--- config.mk ---
export PLATFORM = sky130hd
export DESIGN_NAME = indexed_list_engine
export DESIGN_NICKNAME = d
export VERILOG_FILES = /design/src/rtl/ile_pkg.sv /design/src/rtl/ile_ram.sv /design/src/rtl/ile_free_stack.sv /design/src/rtl/ile_seq.sv /design/src/rtl/indexed_list_engine.sv
export SDC_FILE = /design/constraint.sdc
export NUM_CORES = 2
export LEC_CHECK = 0
export BUFFER_PORTS_ARGS = -buffer_cell sky130_fd_sc_hd__buf_2
export CORE_ASPECT_RATIO = 1.4
export CORE_UTILIZATION = 45
export CTS_BUF_LIST = sky130_fd_sc_hd__clkbuf_4 sky130_fd_sc_hd__clkbuf_8
export CTS_CLUSTER_SIZE = 24
export DETAILED_ROUTE_END_ITERATION = 12
export PLACE_DENSITY = 0.64
export SLEW_MARGIN = 40
export SYNTH_ARGS = -nofsm -noshare
export SYNTH_HDL_FRONTEND = slang
export SYNTH_HIERARCHICAL = 1
export SYNTH_SLANG_ARGS = --single-unit
--- constraint.sdc ---
create_clock -name i_clk -period 11.1 [get_ports i_clk]
set_input_delay 2.22 -clock i_clk [delete_from_list [all_inputs] [get_ports i_clk]]
set_output_delay 2.22 -clock i_clk [all_outputs]
set_load 0.02 [all_outputs]
--- src/rtl/ile_pkg.sv ---
`timescale 1ns / 1ps
`default_nettype none

package ile_pkg;

    // store size and derived widths
    localparam int CAPACITY = 64;
    localparam int SLOT_W   = $clog2(CAPACITY);
    localparam int OP_W     = 3;
    localparam int POS_W    = 7;
    localparam int CNT_W    = 7;
    localparam int DATA_W   = 32;
    localparam int STAT_W   = 2;

    typedef logic [SLOT_W-1:0] t_slot;

    // request opcodes
    localparam logic [OP_W-1:0] OP_READ      = 3'd0;
    localparam logic [OP_W-1:0] OP_ADD_FRONT = 3'd1;
    localparam logic [OP_W-1:0] OP_ADD_BACK  = 3'd2;
    localparam logic [OP_W-1:0] OP_INSERT    = 3'd3;
    localparam logic [OP_W-1:0] OP_DELETE    = 3'd4;

    // result status codes
    localparam logic [STAT_W-1:0] ST_DONE  = 2'd0;
    localparam logic [STAT_W-1:0] ST_RANGE = 2'd1;
    localparam logic [STAT_W-1:0] ST_FULL  = 2'd2;

    // read value for anything that is not a successful read
    localparam logic signed [DATA_W-1:0] NO_VALUE = -32'sd1;

    // list length when every slot is in use
    localparam logic [CNT_W-1:0] FULL_COUNT = CNT_W'(CAPACITY);

    typedef struct packed {
        logic        [OP_W-1:0]   opcode;
        logic        [POS_W-1:0]  position;
        logic signed [DATA_W-1:0] value;
    } t_req;

    typedef struct packed {
        logic signed [DATA_W-1:0] read_value;
        logic        [STAT_W-1:0] status;
        logic        [CNT_W-1:0]  element_count;
    } t_rsp;

    // port control of a memory holding slot numbers
    typedef struct packed {
        logic  we;
        t_slot waddr;
        t_slot wdata;
        t_slot raddr;
    } t_link_ctl;

    // port control of the value memory
    typedef struct packed {
        logic                     we;
        t_slot                    waddr;
        logic signed [DATA_W-1:0] wdata;
        t_slot                    raddr;
    } t_val_ctl;

endpackage

`default_nettype wire

--- src/rtl/ile_ram.sv ---
`timescale 1ns / 1ps
`default_nettype none

module ile_ram #(
    parameter int WIDTH = 8,
    parameter int DEPTH = 64
) (
    input  wire logic                     i_clk,
    input  wire logic                     i_we,
    input  wire logic [$clog2(DEPTH)-1:0] i_waddr,
    input  wire logic [WIDTH-1:0]         i_wdata,
    input  wire logic [$clog2(DEPTH)-1:0] i_raddr,
    output logic      [WIDTH-1:0]         o_rdata
);

    logic [WIDTH-1:0] r_mem [DEPTH];
    logic [WIDTH-1:0] r_rdata;

    // one write port, one registered read port
    always_ff @(posedge i_clk) begin
        if (i_we) begin
            r_mem[i_waddr] <= i_wdata;
        end
        r_rdata <= r_mem[i_raddr];
    end

    assign o_rdata = r_rdata;

endmodule

`default_nettype wire

--- src/rtl/ile_free_stack.sv ---
`timescale 1ns / 1ps
`default_nettype none

module ile_free_stack (
    input  wire logic               i_clk,
    input  wire logic               i_rst_n,
    input  wire ile_pkg::t_link_ctl i_ctl,
    output ile_pkg::t_slot          o_slot
);

    logic [ile_pkg::CAPACITY-1:0] r_valid;
    logic                         r_hit;
    ile_pkg::t_slot               r_idx;
    ile_pkg::t_slot               w_rdata;

    ile_ram #(
        .WIDTH (ile_pkg::SLOT_W),
        .DEPTH (ile_pkg::CAPACITY)
    ) u_free_ram (
        .i_clk   (i_clk),
        .i_we    (i_ctl.we),
        .i_waddr (i_ctl.waddr),
        .i_wdata (i_ctl.wdata),
        .i_raddr (i_ctl.raddr),
        .o_rdata (w_rdata)
    );

    // written marks, cleared by reset so that entry i reads as slot i
    always_ff @(posedge i_clk) begin
        if (!i_rst_n) begin
            r_valid <= '0;
        end else if (i_ctl.we) begin
            r_valid[i_ctl.waddr] <= 1'b1;
        end
    end

    // follow the read address alongside the memory latency
    always_ff @(posedge i_clk) begin
        r_hit <= r_valid[i_ctl.raddr];
        r_idx <= i_ctl.raddr;
    end

    assign o_slot = r_hit ? w_rdata : r_idx;

endmodule

`default_nettype wire

--- src/rtl/ile_seq.sv ---
`timescale 1ns / 1ps
`default_nettype none

module ile_seq (
    input  wire logic                            i_clk,
    input  wire logic                            i_rst_n,
    input  wire logic                            i_in_valid,
    output logic                                 o_in_ready,
    input  wire ile_pkg::t_req                   i_in_data,
    output logic                                 o_out_valid,
    input  wire logic                            i_out_ready,
    output ile_pkg::t_rsp                        o_out_data,
    output ile_pkg::t_val_ctl                    o_vs_ctl,
    input  wire logic signed [ile_pkg::DATA_W-1:0] i_vs_rdata,
    output ile_pkg::t_link_ctl                   o_nl_ctl,
    input  wire ile_pkg::t_slot                  i_nl_rdata,
    output ile_pkg::t_link_ctl                   o_pl_ctl,
    input  wire ile_pkg::t_slot                  i_pl_rdata,
    output ile_pkg::t_link_ctl                   o_fr_ctl,
    input  wire ile_pkg::t_slot                  i_fr_slot
);

    typedef enum logic [9:0] {
        S_IDLE   = 10'b00_0000_0001,
        S_DECODE = 10'b00_0000_0010,
        S_FREE   = 10'b00_0000_0100,
        S_WALK   = 10'b00_0000_1000,
        S_AT     = 10'b00_0001_0000,
        S_RDVAL  = 10'b00_0010_0000,
        S_INS_P  = 10'b00_0100_0000,
        S_INS_2  = 10'b00_1000_0000,
        S_DEL    = 10'b01_0000_0000,
        S_DONE   = 10'b10_0000_0000
    } t_state;

    t_state                                r_state, n_state;
    logic [ile_pkg::OP_W-1:0]              r_op, n_op;
    logic [ile_pkg::POS_W-1:0]             r_pos, n_pos;
    logic signed [ile_pkg::DATA_W-1:0]     r_val, n_val;
    logic [ile_pkg::CNT_W-1:0]             r_len, n_len;
    ile_pkg::t_slot                        r_first, n_first;
    ile_pkg::t_slot                        r_last, n_last;
    ile_pkg::t_slot                        r_cur, n_cur;
    ile_pkg::t_slot                        r_slot, n_slot;
    logic [ile_pkg::POS_W-1:0]             r_steps, n_steps;
    logic signed [ile_pkg::DATA_W-1:0]     r_rv, n_rv;
    logic [ile_pkg::STAT_W-1:0]            r_st, n_st;
    logic                                  r_out_valid, n_out_valid;
    ile_pkg::t_rsp                         r_out, n_out;

    logic [ile_pkg::POS_W-1:0]             w_eff_pos;
    logic [ile_pkg::CNT_W-1:0]             w_len_dec;

    // insert position after the add front and add back aliases
    always_comb begin
        case (r_op)
            ile_pkg::OP_ADD_FRONT: w_eff_pos = '0;
            ile_pkg::OP_ADD_BACK:  w_eff_pos = r_len;
            default:               w_eff_pos = r_pos;
        endcase
    end

    assign w_len_dec = r_len - ile_pkg::CNT_W'(1);

    // request sequencer
    always_comb begin
        n_state     = r_state;
        n_op        = r_op;
        n_pos       = r_pos;
        n_val       = r_val;
        n_len       = r_len;
        n_first     = r_first;
        n_last      = r_last;
        n_cur       = r_cur;
        n_slot      = r_slot;
        n_steps     = r_steps;
        n_rv        = r_rv;
        n_st        = r_st;
        n_out_valid = r_out_valid;
        n_out       = r_out;
        o_vs_ctl    = '0;
        o_nl_ctl    = '0;
        o_pl_ctl    = '0;
        o_fr_ctl    = '0;

        // result taken downstream
        if (r_out_valid && i_out_ready) begin
            n_out_valid = 1'b0;
        end

        unique case (r_state)
            S_IDLE: begin
                if (i_in_valid) begin
                    n_op    = i_in_data.opcode;
                    n_pos   = i_in_data.position;
                    n_val   = i_in_data.value;
                    n_rv    = ile_pkg::NO_VALUE;
                    n_st    = ile_pkg::ST_DONE;
                    n_state = S_DECODE;
                end
            end

            S_DECODE: begin
                unique case (r_op) inside
                    ile_pkg::OP_READ, ile_pkg::OP_DELETE: begin
                        if (r_pos >= r_len) begin
                            n_st    = ile_pkg::ST_RANGE;
                            n_state = S_DONE;
                        end else if (r_pos == '0) begin
                            n_cur   = r_first;
                            n_state = S_AT;
                        end else begin
                            o_nl_ctl.raddr = r_first;
                            n_steps        = r_pos - ile_pkg::POS_W'(1);
                            n_state        = S_WALK;
                        end
                    end
                    ile_pkg::OP_ADD_FRONT, ile_pkg::OP_ADD_BACK, ile_pkg::OP_INSERT: begin
                        if (w_eff_pos > r_len) begin
                            n_st    = ile_pkg::ST_RANGE;
                            n_state = S_DONE;
                        end else if (r_len >= ile_pkg::FULL_COUNT) begin
                            n_st    = ile_pkg::ST_FULL;
                            n_state = S_DONE;
                        end else begin
                            o_fr_ctl.raddr = r_len[ile_pkg::SLOT_W-1:0];
                            n_pos          = w_eff_pos;
                            n_state        = S_FREE;
                        end
                    end
                    default: begin
                        n_state = S_DONE;
                    end
                endcase
            end

            // free slot known: store the value and link it in at either end, else start the walk
            S_FREE: begin
                n_slot         = i_fr_slot;
                o_vs_ctl.we    = 1'b1;
                o_vs_ctl.waddr = i_fr_slot;
                o_vs_ctl.wdata = r_val;
                if (r_len == '0) begin
                    n_first = i_fr_slot;
                    n_last  = i_fr_slot;
                    n_len   = r_len + ile_pkg::CNT_W'(1);
                    n_state = S_DONE;
                end else if (r_pos == '0) begin
                    o_nl_ctl.we    = 1'b1;
                    o_nl_ctl.waddr = i_fr_slot;
                    o_nl_ctl.wdata = r_first;
                    o_pl_ctl.we    = 1'b1;
                    o_pl_ctl.waddr = r_first;
                    o_pl_ctl.wdata = i_fr_slot;
                    n_first        = i_fr_slot;
                    n_len          = r_len + ile_pkg::CNT_W'(1);
                    n_state        = S_DONE;
                end else if (r_pos == r_len) begin
                    o_pl_ctl.we    = 1'b1;
                    o_pl_ctl.waddr = i_fr_slot;
                    o_pl_ctl.wdata = r_last;
                    o_nl_ctl.we    = 1'b1;
                    o_nl_ctl.waddr = r_last;
                    o_nl_ctl.wdata = i_fr_slot;
                    n_last         = i_fr_slot;
                    n_len          = r_len + ile_pkg::CNT_W'(1);
                    n_state        = S_DONE;
                end else begin
                    o_nl_ctl.raddr = r_first;
                    n_steps        = r_pos - ile_pkg::POS_W'(1);
                    n_state        = S_WALK;
                end
            end

            // chase next links, one slot per cycle
            S_WALK: begin
                if (r_steps == '0) begin
                    n_cur   = i_nl_rdata;
                    n_state = S_AT;
                end else begin
                    o_nl_ctl.raddr = i_nl_rdata;
                    n_steps        = r_steps - ile_pkg::POS_W'(1);
                end
            end

            // slot at the position reached
            S_AT: begin
                if (r_op == ile_pkg::OP_READ) begin
                    o_vs_ctl.raddr = r_cur;
                    n_state        = S_RDVAL;
                end else if (r_op == ile_pkg::OP_DELETE) begin
                    o_nl_ctl.raddr = r_cur;
                    o_pl_ctl.raddr = r_cur;
                    n_state        = S_DEL;
                end else begin
                    o_pl_ctl.raddr = r_cur;
                    n_state        = S_INS_P;
                end
            end

            S_RDVAL: begin
                n_rv    = i_vs_rdata;
                n_state = S_DONE;
            end

            // link predecessor and new slot
            S_INS_P: begin
                o_nl_ctl.we    = 1'b1;
                o_nl_ctl.waddr = i_pl_rdata;
                o_nl_ctl.wdata = r_slot;
                o_pl_ctl.we    = 1'b1;
                o_pl_ctl.waddr = r_slot;
                o_pl_ctl.wdata = i_pl_rdata;
                n_state        = S_INS_2;
            end

            // link new slot and the slot it goes before
            S_INS_2: begin
                o_nl_ctl.we    = 1'b1;
                o_nl_ctl.waddr = r_slot;
                o_nl_ctl.wdata = r_cur;
                o_pl_ctl.we    = 1'b1;
                o_pl_ctl.waddr = r_cur;
                o_pl_ctl.wdata = r_slot;
                n_len          = r_len + ile_pkg::CNT_W'(1);
                n_state        = S_DONE;
            end

            // unlink the slot and push it back on the free stack
            S_DEL: begin
                if (r_len > ile_pkg::CNT_W'(1)) begin
                    if (r_pos == '0) begin
                        n_first = i_nl_rdata;
                    end else if (r_pos == w_len_dec) begin
                        n_last = i_pl_rdata;
                    end else begin
                        o_nl_ctl.we    = 1'b1;
                        o_nl_ctl.waddr = i_pl_rdata;
                        o_nl_ctl.wdata = i_nl_rdata;
                        o_pl_ctl.we    = 1'b1;
                        o_pl_ctl.waddr = i_nl_rdata;
                        o_pl_ctl.wdata = i_pl_rdata;
                    end
                end
                o_fr_ctl.we    = 1'b1;
                o_fr_ctl.waddr = w_len_dec[ile_pkg::SLOT_W-1:0];
                o_fr_ctl.wdata = r_cur;
                n_len          = w_len_dec;
                n_state        = S_DONE;
            end

            // hand the result to the output register once it is free
            S_DONE: begin
                if (!r_out_valid || i_out_ready) begin
                    n_out.read_value    = r_rv;
                    n_out.status        = r_st;
                    n_out.element_count = r_len;
                    n_out_valid         = 1'b1;
                    n_state             = S_IDLE;
                end
            end

            default: begin
                n_state = S_IDLE;
            end
        endcase
    end

    // control state
    always_ff @(posedge i_clk) begin
        if (!i_rst_n) begin
            r_state     <= S_IDLE;
            r_len       <= '0;
            r_first     <= '0;
            r_last      <= '0;
            r_out_valid <= 1'b0;
        end else begin
            r_state     <= n_state;
            r_len       <= n_len;
            r_first     <= n_first;
            r_last      <= n_last;
            r_out_valid <= n_out_valid;
        end
    end

    // working and payload registers
    always_ff @(posedge i_clk) begin
        r_op    <= n_op;
        r_pos   <= n_pos;
        r_val   <= n_val;
        r_cur   <= n_cur;
        r_slot  <= n_slot;
        r_steps <= n_steps;
        r_rv    <= n_rv;
        r_st    <= n_st;
        r_out   <= n_out;
    end

    assign o_in_ready  = (r_state == S_IDLE);
    assign o_out_valid = r_out_valid;
    assign o_out_data  = r_out;

endmodule

`default_nettype wire

--- src/rtl/indexed_list_engine.sv ---
`timescale 1ns / 1ps
`default_nettype none

// Ordered list of signed 32-bit values in a store of ile_pkg::CAPACITY slots, kept
// as a doubly linked list in three one-port-read memories (value, next link,
// previous link) plus a free-slot stack. One request is worked at a time and
// answers with exactly one result. Requests that need no position (add front,
// add back, out-of-range or full store, unknown opcode) follow no links. Read
// and delete follow next links from the front, one slot per cycle through the
// next-link memory. Insert in the middle also fetches a free slot and writes
// two link pairs. The result sits in an output register, so a new request may
// be accepted while the last result still waits to be taken. No clearing pass
// is needed after reset.
module indexed_list_engine (
    input  wire logic          i_clk,
    input  wire logic          i_rst_n,
    input  wire logic          i_in_valid,
    output logic               o_in_ready,
    input  wire ile_pkg::t_req i_in_data,
    output logic               o_out_valid,
    input  wire logic          i_out_ready,
    output ile_pkg::t_rsp      o_out_data
);

    ile_pkg::t_val_ctl                 w_vs_ctl;
    ile_pkg::t_link_ctl                w_nl_ctl;
    ile_pkg::t_link_ctl                w_pl_ctl;
    ile_pkg::t_link_ctl                w_fr_ctl;
    logic signed [ile_pkg::DATA_W-1:0] w_vs_rdata;
    ile_pkg::t_slot                    w_nl_rdata;
    ile_pkg::t_slot                    w_pl_rdata;
    ile_pkg::t_slot                    w_fr_slot;

    // request sequencer
    ile_seq u_seq (
        .i_clk       (i_clk),
        .i_rst_n     (i_rst_n),
        .i_in_valid  (i_in_valid),
        .o_in_ready  (o_in_ready),
        .i_in_data   (i_in_data),
        .o_out_valid (o_out_valid),
        .i_out_ready (i_out_ready),
        .o_out_data  (o_out_data),
        .o_vs_ctl    (w_vs_ctl),
        .i_vs_rdata  (w_vs_rdata),
        .o_nl_ctl    (w_nl_ctl),
        .i_nl_rdata  (w_nl_rdata),
        .o_pl_ctl    (w_pl_ctl),
        .i_pl_rdata  (w_pl_rdata),
        .o_fr_ctl    (w_fr_ctl),
        .i_fr_slot   (w_fr_slot)
    );

    // slot values
    ile_ram #(
        .WIDTH (ile_pkg::DATA_W),
        .DEPTH (ile_pkg::CAPACITY)
    ) u_value_ram (
        .i_clk   (i_clk),
        .i_we    (w_vs_ctl.we),
        .i_waddr (w_vs_ctl.waddr),
        .i_wdata (w_vs_ctl.wdata),
        .i_raddr (w_vs_ctl.raddr),
        .o_rdata (w_vs_rdata)
    );

    // forward links
    ile_ram #(
        .WIDTH (ile_pkg::SLOT_W),
        .DEPTH (ile_pkg::CAPACITY)
    ) u_next_ram (
        .i_clk   (i_clk),
        .i_we    (w_nl_ctl.we),
        .i_waddr (w_nl_ctl.waddr),
        .i_wdata (w_nl_ctl.wdata),
        .i_raddr (w_nl_ctl.raddr),
        .o_rdata (w_nl_rdata)
    );

    // backward links
    ile_ram #(
        .WIDTH (ile_pkg::SLOT_W),
        .DEPTH (ile_pkg::CAPACITY)
    ) u_prev_ram (
        .i_clk   (i_clk),
        .i_we    (w_pl_ctl.we),
        .i_waddr (w_pl_ctl.waddr),
        .i_wdata (w_pl_ctl.wdata),
        .i_raddr (w_pl_ctl.raddr),
        .o_rdata (w_pl_rdata)
    );

    // free slots
    ile_free_stack u_free (
        .i_clk   (i_clk),
        .i_rst_n (i_rst_n),
        .i_ctl   (w_fr_ctl),
        .o_slot  (w_fr_slot)
    );

endmodule

`default_nettype wire
==> run_summary.xml <==
<?xml version="1.0" encoding="UTF-8"?>
<metrics>
  <group name="cts">
    <metric name="post_cts_buffers" unit="">0</metric>
    <metric name="cts_hold_buf" unit="">0</metric>
    <metric name="clk_latency" unit="ns">1.03</metric>
    <metric name="post_cts_resize_count" unit="">0</metric>
    <metric name="clock_path_buffers" unit="">4</metric>
    <metric name="h-tree-depth" unit="">6</metric>
    <metric name="cts.clk_slew.worst_paths" unit="ns">0.07</metric>
    <metric name="cts_tree" unit="">built</metric>
    <metric name="clock-sinks" unit="">3487</metric>
    <metric name="cts_inserted_buffers" unit="">530</metric>
    <metric name="clock_tree.root_cell" unit="">sky130_fd_sc_hd__clkbuf_8</metric>
  </group>
  <group name="setup_path">
    <metric name="timing.rr.end" unit="">u_free/u_free_ram/o_rdata[4]$_DFF_P_</metric>
    <metric name="reg2reg_setup_slack" unit="ns">5.36</metric>
    <metric name="worst-r2r-cell-count" unit="">16</metric>
    <metric name="crit_path_end" unit="">u_free/u_free_ram/o_rdata[4]$_DFF_P_</metric>
    <metric name="arrival" unit="ns">6.61</metric>
    <metric name="crit-reg2reg-launch" unit="">u_seq/r_op[1]$_DFFE_PP_</metric>
    <metric name="setup.worst_path.end_class" unit="">flip-flop</metric>
    <metric name="crit_path_start" unit="">u_seq/r_op[1]$_DFFE_PP_</metric>
    <metric name="crit_path_start_kind" unit="">flip-flop</metric>
    <metric name="worst-setup-path-type" unit="">flip-flop to flip-flop</metric>
    <metric name="worstPathRequired" unit="ns">11.97</metric>
    <metric name="cp_max_fo" unit="">50</metric>
  </group>
  <group name="place">
    <metric name="dp_worst_setup_slack" unit="ns">5.41</metric>
    <metric name="placed_cells" unit="">10400</metric>
    <metric name="detailedPlacementHpwl" unit="um">192000</metric>
    <metric name="io_buffer_count" unit="">88</metric>
    <metric name="routabilityCongestion" unit="">0.835</metric>
  </group>
  <group name="drt">
    <metric name="drt_first_iter_violations" unit="">7156</metric>
    <metric name="post-route-drc-count" unit="">0</metric>
    <metric name="ant_nets" unit="">0</metric>
    <metric name="drt_pre_antenna_iters" unit="">6</metric>
    <metric name="post_drt_wl_per_cell" unit="um">29.9</metric>
    <metric name="num_vias" unit="">67300</metric>
    <metric name="avgViaCountPerCell" unit="">5.96</metric>
    <metric name="finalWirelength" unit="um">338000</metric>
  </group>
  <group name="logic_synthesis">
    <metric name="ys_top_cells_by_count" unit="">sky130_fd_sc_hd__edfxtp_1, sky130_fd_sc_hd__mux4_2, sky130_fd_sc_hd__nor2_1</metric>
    <metric name="synthMostInstantiatedCell" unit="">sky130_fd_sc_hd__edfxtp_1</metric>
    <metric name="synth_flop_cell" unit="">sky130_fd_sc_hd__edfxtp_1</metric>
    <metric name="synth_seq_cells" unit="">3487</metric>
    <metric name="syn-num-nets" unit="">6571</metric>
    <metric name="yosys.area.top_type_share" unit="">0.739</metric>
    <metric name="synth.avg_cell_area" unit="sq um">20.8</metric>
    <metric name="synth.cell_area" unit="sq mm">0.136</metric>
    <metric name="synth_cell_type_count" unit="">92</metric>
    <metric name="yosys_warnings" unit="">6</metric>
    <metric name="synth_sequential_area_ratio" unit="">0.761</metric>
    <metric name="cell_taking_the_most_area_after_synthesis" unit="">sky130_fd_sc_hd__edfxtp_1</metric>
    <metric name="synthTopCellsByArea" unit="">sky130_fd_sc_hd__edfxtp_1, sky130_fd_sc_hd__mux4_2, sky130_fd_sc_hd__dfxtp_1</metric>
    <metric name="postSynthCellCount" unit="">6507</metric>
    <metric name="synthArstFlopShare" unit="">0</metric>
    <metric name="synth-edff-count" unit="">3336</metric>
  </group>
  <group name="sta">
    <metric name="worst_pin_slew" unit="ns">0.961</metric>
    <metric name="peak_clock_frequency_supported_by_timing" unit="MHz">174</metric>
    <metric name="post-route-period-util" unit="">0.517</metric>
    <metric name="final.hold.worst_slack" unit="ns">0.417</metric>
    <metric name="final-setup-viol-count" unit="">0</metric>
    <metric name="timing.final.crit_period" unit="ns">5.74</metric>
    <metric name="hold_viol" unit="">0</metric>
    <metric name="grt_setup_unrepaired" unit="">no</metric>
    <metric name="finClkSkew" unit="ns">0.0890</metric>
    <metric name="final-max-slew-violation-count" unit="">0</metric>
    <metric name="relSlewSlack" unit="">0.357</metric>
    <metric name="final.setup.worst_slack" unit="ns">5.36</metric>
    <metric name="final.setup.tns" unit="ns">0</metric>
  </group>
  <group name="power">
    <metric name="power_leakage" unit="nW">39.0</metric>
    <metric name="vdd_ir_max" unit="mV">0.140</metric>
    <metric name="total_power" unit="W">0.0247</metric>
    <metric name="cellPowerDensity" unit="mW/mm^2">163</metric>
  </group>
  <group name="cells_and_area">
    <metric name="post_layout_nonfiller_instances" unit="">11300</metric>
    <metric name="flow.area_growth_from_synthesis" unit="%">11.9</metric>
    <metric name="layout_cell_share_with_drive_strength_beyond_1" unit="">0.294</metric>
    <metric name="nNetsFinal" unit="">7000</metric>
  </group>
  <group name="global_routing">
    <metric name="grtUsageTotal" unit="">0.221</metric>
    <metric name="number_of_antenna_violations_at_the_first_check_in_global_routing" unit="">18</metric>
    <metric name="maximum_number_of_pins_on_one_net_before_global_route_repair" unit="">126</metric>
    <metric name="grt_pass1_vias" unit="">70000</metric>
    <metric name="grt_pass1_wl" unit="um">487000</metric>
    <metric name="global_route.overflow_total" unit="">0</metric>
  </group>
  <group name="floorplan">
    <metric name="design.core.area" unit="sq mm">0.300</metric>
    <metric name="ios" unit="">89</metric>
    <metric name="die-height" unit="um">651</metric>
    <metric name="core.rowCount" unit="">238</metric>
    <metric name="floorplan.die.width" unit="um">466</metric>
    <metric name="dieArea" unit="sq mm">0.303</metric>
    <metric name="initial_util" unit="">0.452</metric>
  </group>
  <group name="min_path">
    <metric name="holdCritPathClass" unit="">flip-flop to flip-flop</metric>
    <metric name="hold_depth" unit="">0</metric>
  </group>
  <group name="job">
    <metric name="max-cap-violations" unit="">0</metric>
  </group>
  <group name="outcome">
    <metric name="outcome" unit="">finished, final reports clean</metric>
  </group>
</metrics>
[routing by layer]
metal  share of wire  global-route usage
met5         0.00010                   0
met1            0.37               0.273
met2            0.52               0.385
met3           0.065              0.0313
met4           0.050               0.102
[cell usage in the layout (no fill, tap or decap), types with 36 or more instances in the layout]
cell type,count
sky130_fd_sc_hd__clkinv_1,96
sky130_fd_sc_hd__nor2_4,62
sky130_fd_sc_hd__clkbuf_4,182
sky130_fd_sc_hd__and2_2,36
sky130_fd_sc_hd__nor2_1,349
sky130_fd_sc_hd__a22oi_1,37
sky130_fd_sc_hd__nand2_1,124
sky130_fd_sc_hd__dfxtp_1,151
sky130_fd_sc_hd__buf_4,149
sky130_fd_sc_hd__nor2b_1,83
sky130_fd_sc_hd__mux4_2,829
sky130_fd_sc_hd__clkbuf_8,555
sky130_fd_sc_hd__a21oi_1,133
sky130_fd_sc_hd__edfxtp_1,3336
sky130_fd_sc_hd__clkinv_2,40
sky130_fd_sc_hd__mux2_2,38
sky130_fd_sc_hd__nand3_1,52
sky130_fd_sc_hd__o221ai_1,48
sky130_fd_sc_hd__o22ai_1,120
sky130_fd_sc_hd__nand2b_1,62
sky130_fd_sc_hd__mux2i_1,154
sky130_fd_sc_hd__buf_2,88
[worst min path at each step]
stage | end | start | slack (ns)
after floorplan | u_seq/o_out_data[10]$_DFFE_PP_ | u_seq/r_rv[1]$_SDFFCE_PN1P_ | 0.40
after global placement | u_seq/o_out_data[8]$_DFFE_PP_ | u_seq/r_st[1]$_SDFFCE_PN0P_ | 0.41
after detailed placement | u_seq/o_out_data[30]$_DFFE_PP_ | u_seq/r_rv[21]$_SDFFCE_PN1P_ | 0.40
after CTS | u_seq/o_out_data[30]$_DFFE_PP_ | u_seq/r_rv[21]$_SDFFCE_PN1P_ | 0.42
after global routing | u_seq/o_out_data[24]$_DFFE_PP_ | u_seq/r_rv[15]$_SDFFCE_PN1P_ | 0.42
final | u_seq/o_out_data[30]$_DFFE_PP_ | u_seq/r_rv[21]$_SDFFCE_PN1P_ | 0.42
[flip-flops by register name, summed over array words and instances, names as in the netlist, 6 cells and up]
register and cells:
u_free/r_idx 6, u_free/r_valid 64, u_free/u_free_ram/o_rdata 6, u_free/u_free_ram/r_mem 384, u_next_ram/o_rdata 6, u_next_ram/r_mem 384, u_prev_ram/o_rdata 6, u_prev_ram/r_mem 384
u_seq/o_out_data 41, u_seq/r_cur 6, u_seq/r_first 6, u_seq/r_last 6, u_seq/r_len 7, u_seq/r_pos 7, u_seq/r_rv 32, u_seq/r_slot 6
u_seq/r_state 10, u_seq/r_steps 7, u_seq/r_val 32, u_value_ram/o_rdata 32, u_value_ram/r_mem 2048
[final cells by class]
| class | count | area [sq um] |
|---|---|---|
| Antenna cell | 19 | 47.5 |
| Tap cell | 3960 | 4950 |
| Sequential cell | 3487 | 103000 |
| Timing Repair Buffer | 273 | 2190 |
| Clock buffer | 737 | 9000 |
| Inverter | 25 | 95.1 |
| Clock inverter | 180 | 1140 |
| Multi-Input combinational cell | 2619 | 31000 |
| Fill cell | 23600 | 148000 |
[logic make-up (layout without fill, tap and decap cells)]
| family | after synthesis | after routing | share of synthesized area |
|---|---|---|---|
| AND/OR/NAND/NOR | 983 | 983 | 0.0357 |
| multiplexers | 1041 | 1041 | 0.156 |
| AO/OA/AOI/OAI | 558 | 558 | 0.0285 |
| XOR/XNOR | 19 | 19 | 0.00138 |
| flip-flops | 3487 | 3487 | 0.761 |
| adder cells (fa/ha/maj) | 18 | 18 | 0.00166 |
| other | 0 | 19 | 0 |
| buffers and inverters | 401 | 1215 | 0.0153 |
[metrics by stage]
step | area (sq um) | util
finish | 152000 | 0.506
detailed placement | 141000 | 0.471
global placement | 141000 | 0.470
floorplan | 136000 | -
global route | 152000 | 0.506
CTS | 151000 | 0.505
[worst max-delay path, cell delays in order (launching register included)]
cell                       delay (ns)
sky130_fd_sc_hd__edfxtp_1        0.52
sky130_fd_sc_hd__nor2b_1         0.45
sky130_fd_sc_hd__a21oi_1         0.12
sky130_fd_sc_hd__o21ai_0         0.30
sky130_fd_sc_hd__ha_1            0.32
sky130_fd_sc_hd__a21o_1          0.19
sky130_fd_sc_hd__a21oi_1         0.17
sky130_fd_sc_hd__nor2b_1         0.08
sky130_fd_sc_hd__o31a_1          0.30
sky130_fd_sc_hd__nor4_1          0.25
sky130_fd_sc_hd__buf_4           0.20
sky130_fd_sc_hd__and2_4          0.67
sky130_fd_sc_hd__buf_4           0.78
sky130_fd_sc_hd__mux4_2          0.43
sky130_fd_sc_hd__mux4_2          0.47
sky130_fd_sc_hd__o211ai_1        0.19
sky130_fd_sc_hd__nand2_1         0.07
[report_power, final]
part	internal [W]	switching [W]
Combinational	0.0000408	0.0000775
Clock	0.00547	0.00482
Sequential	0.0142	0.0000173
(Power assumes the default switching activity.)
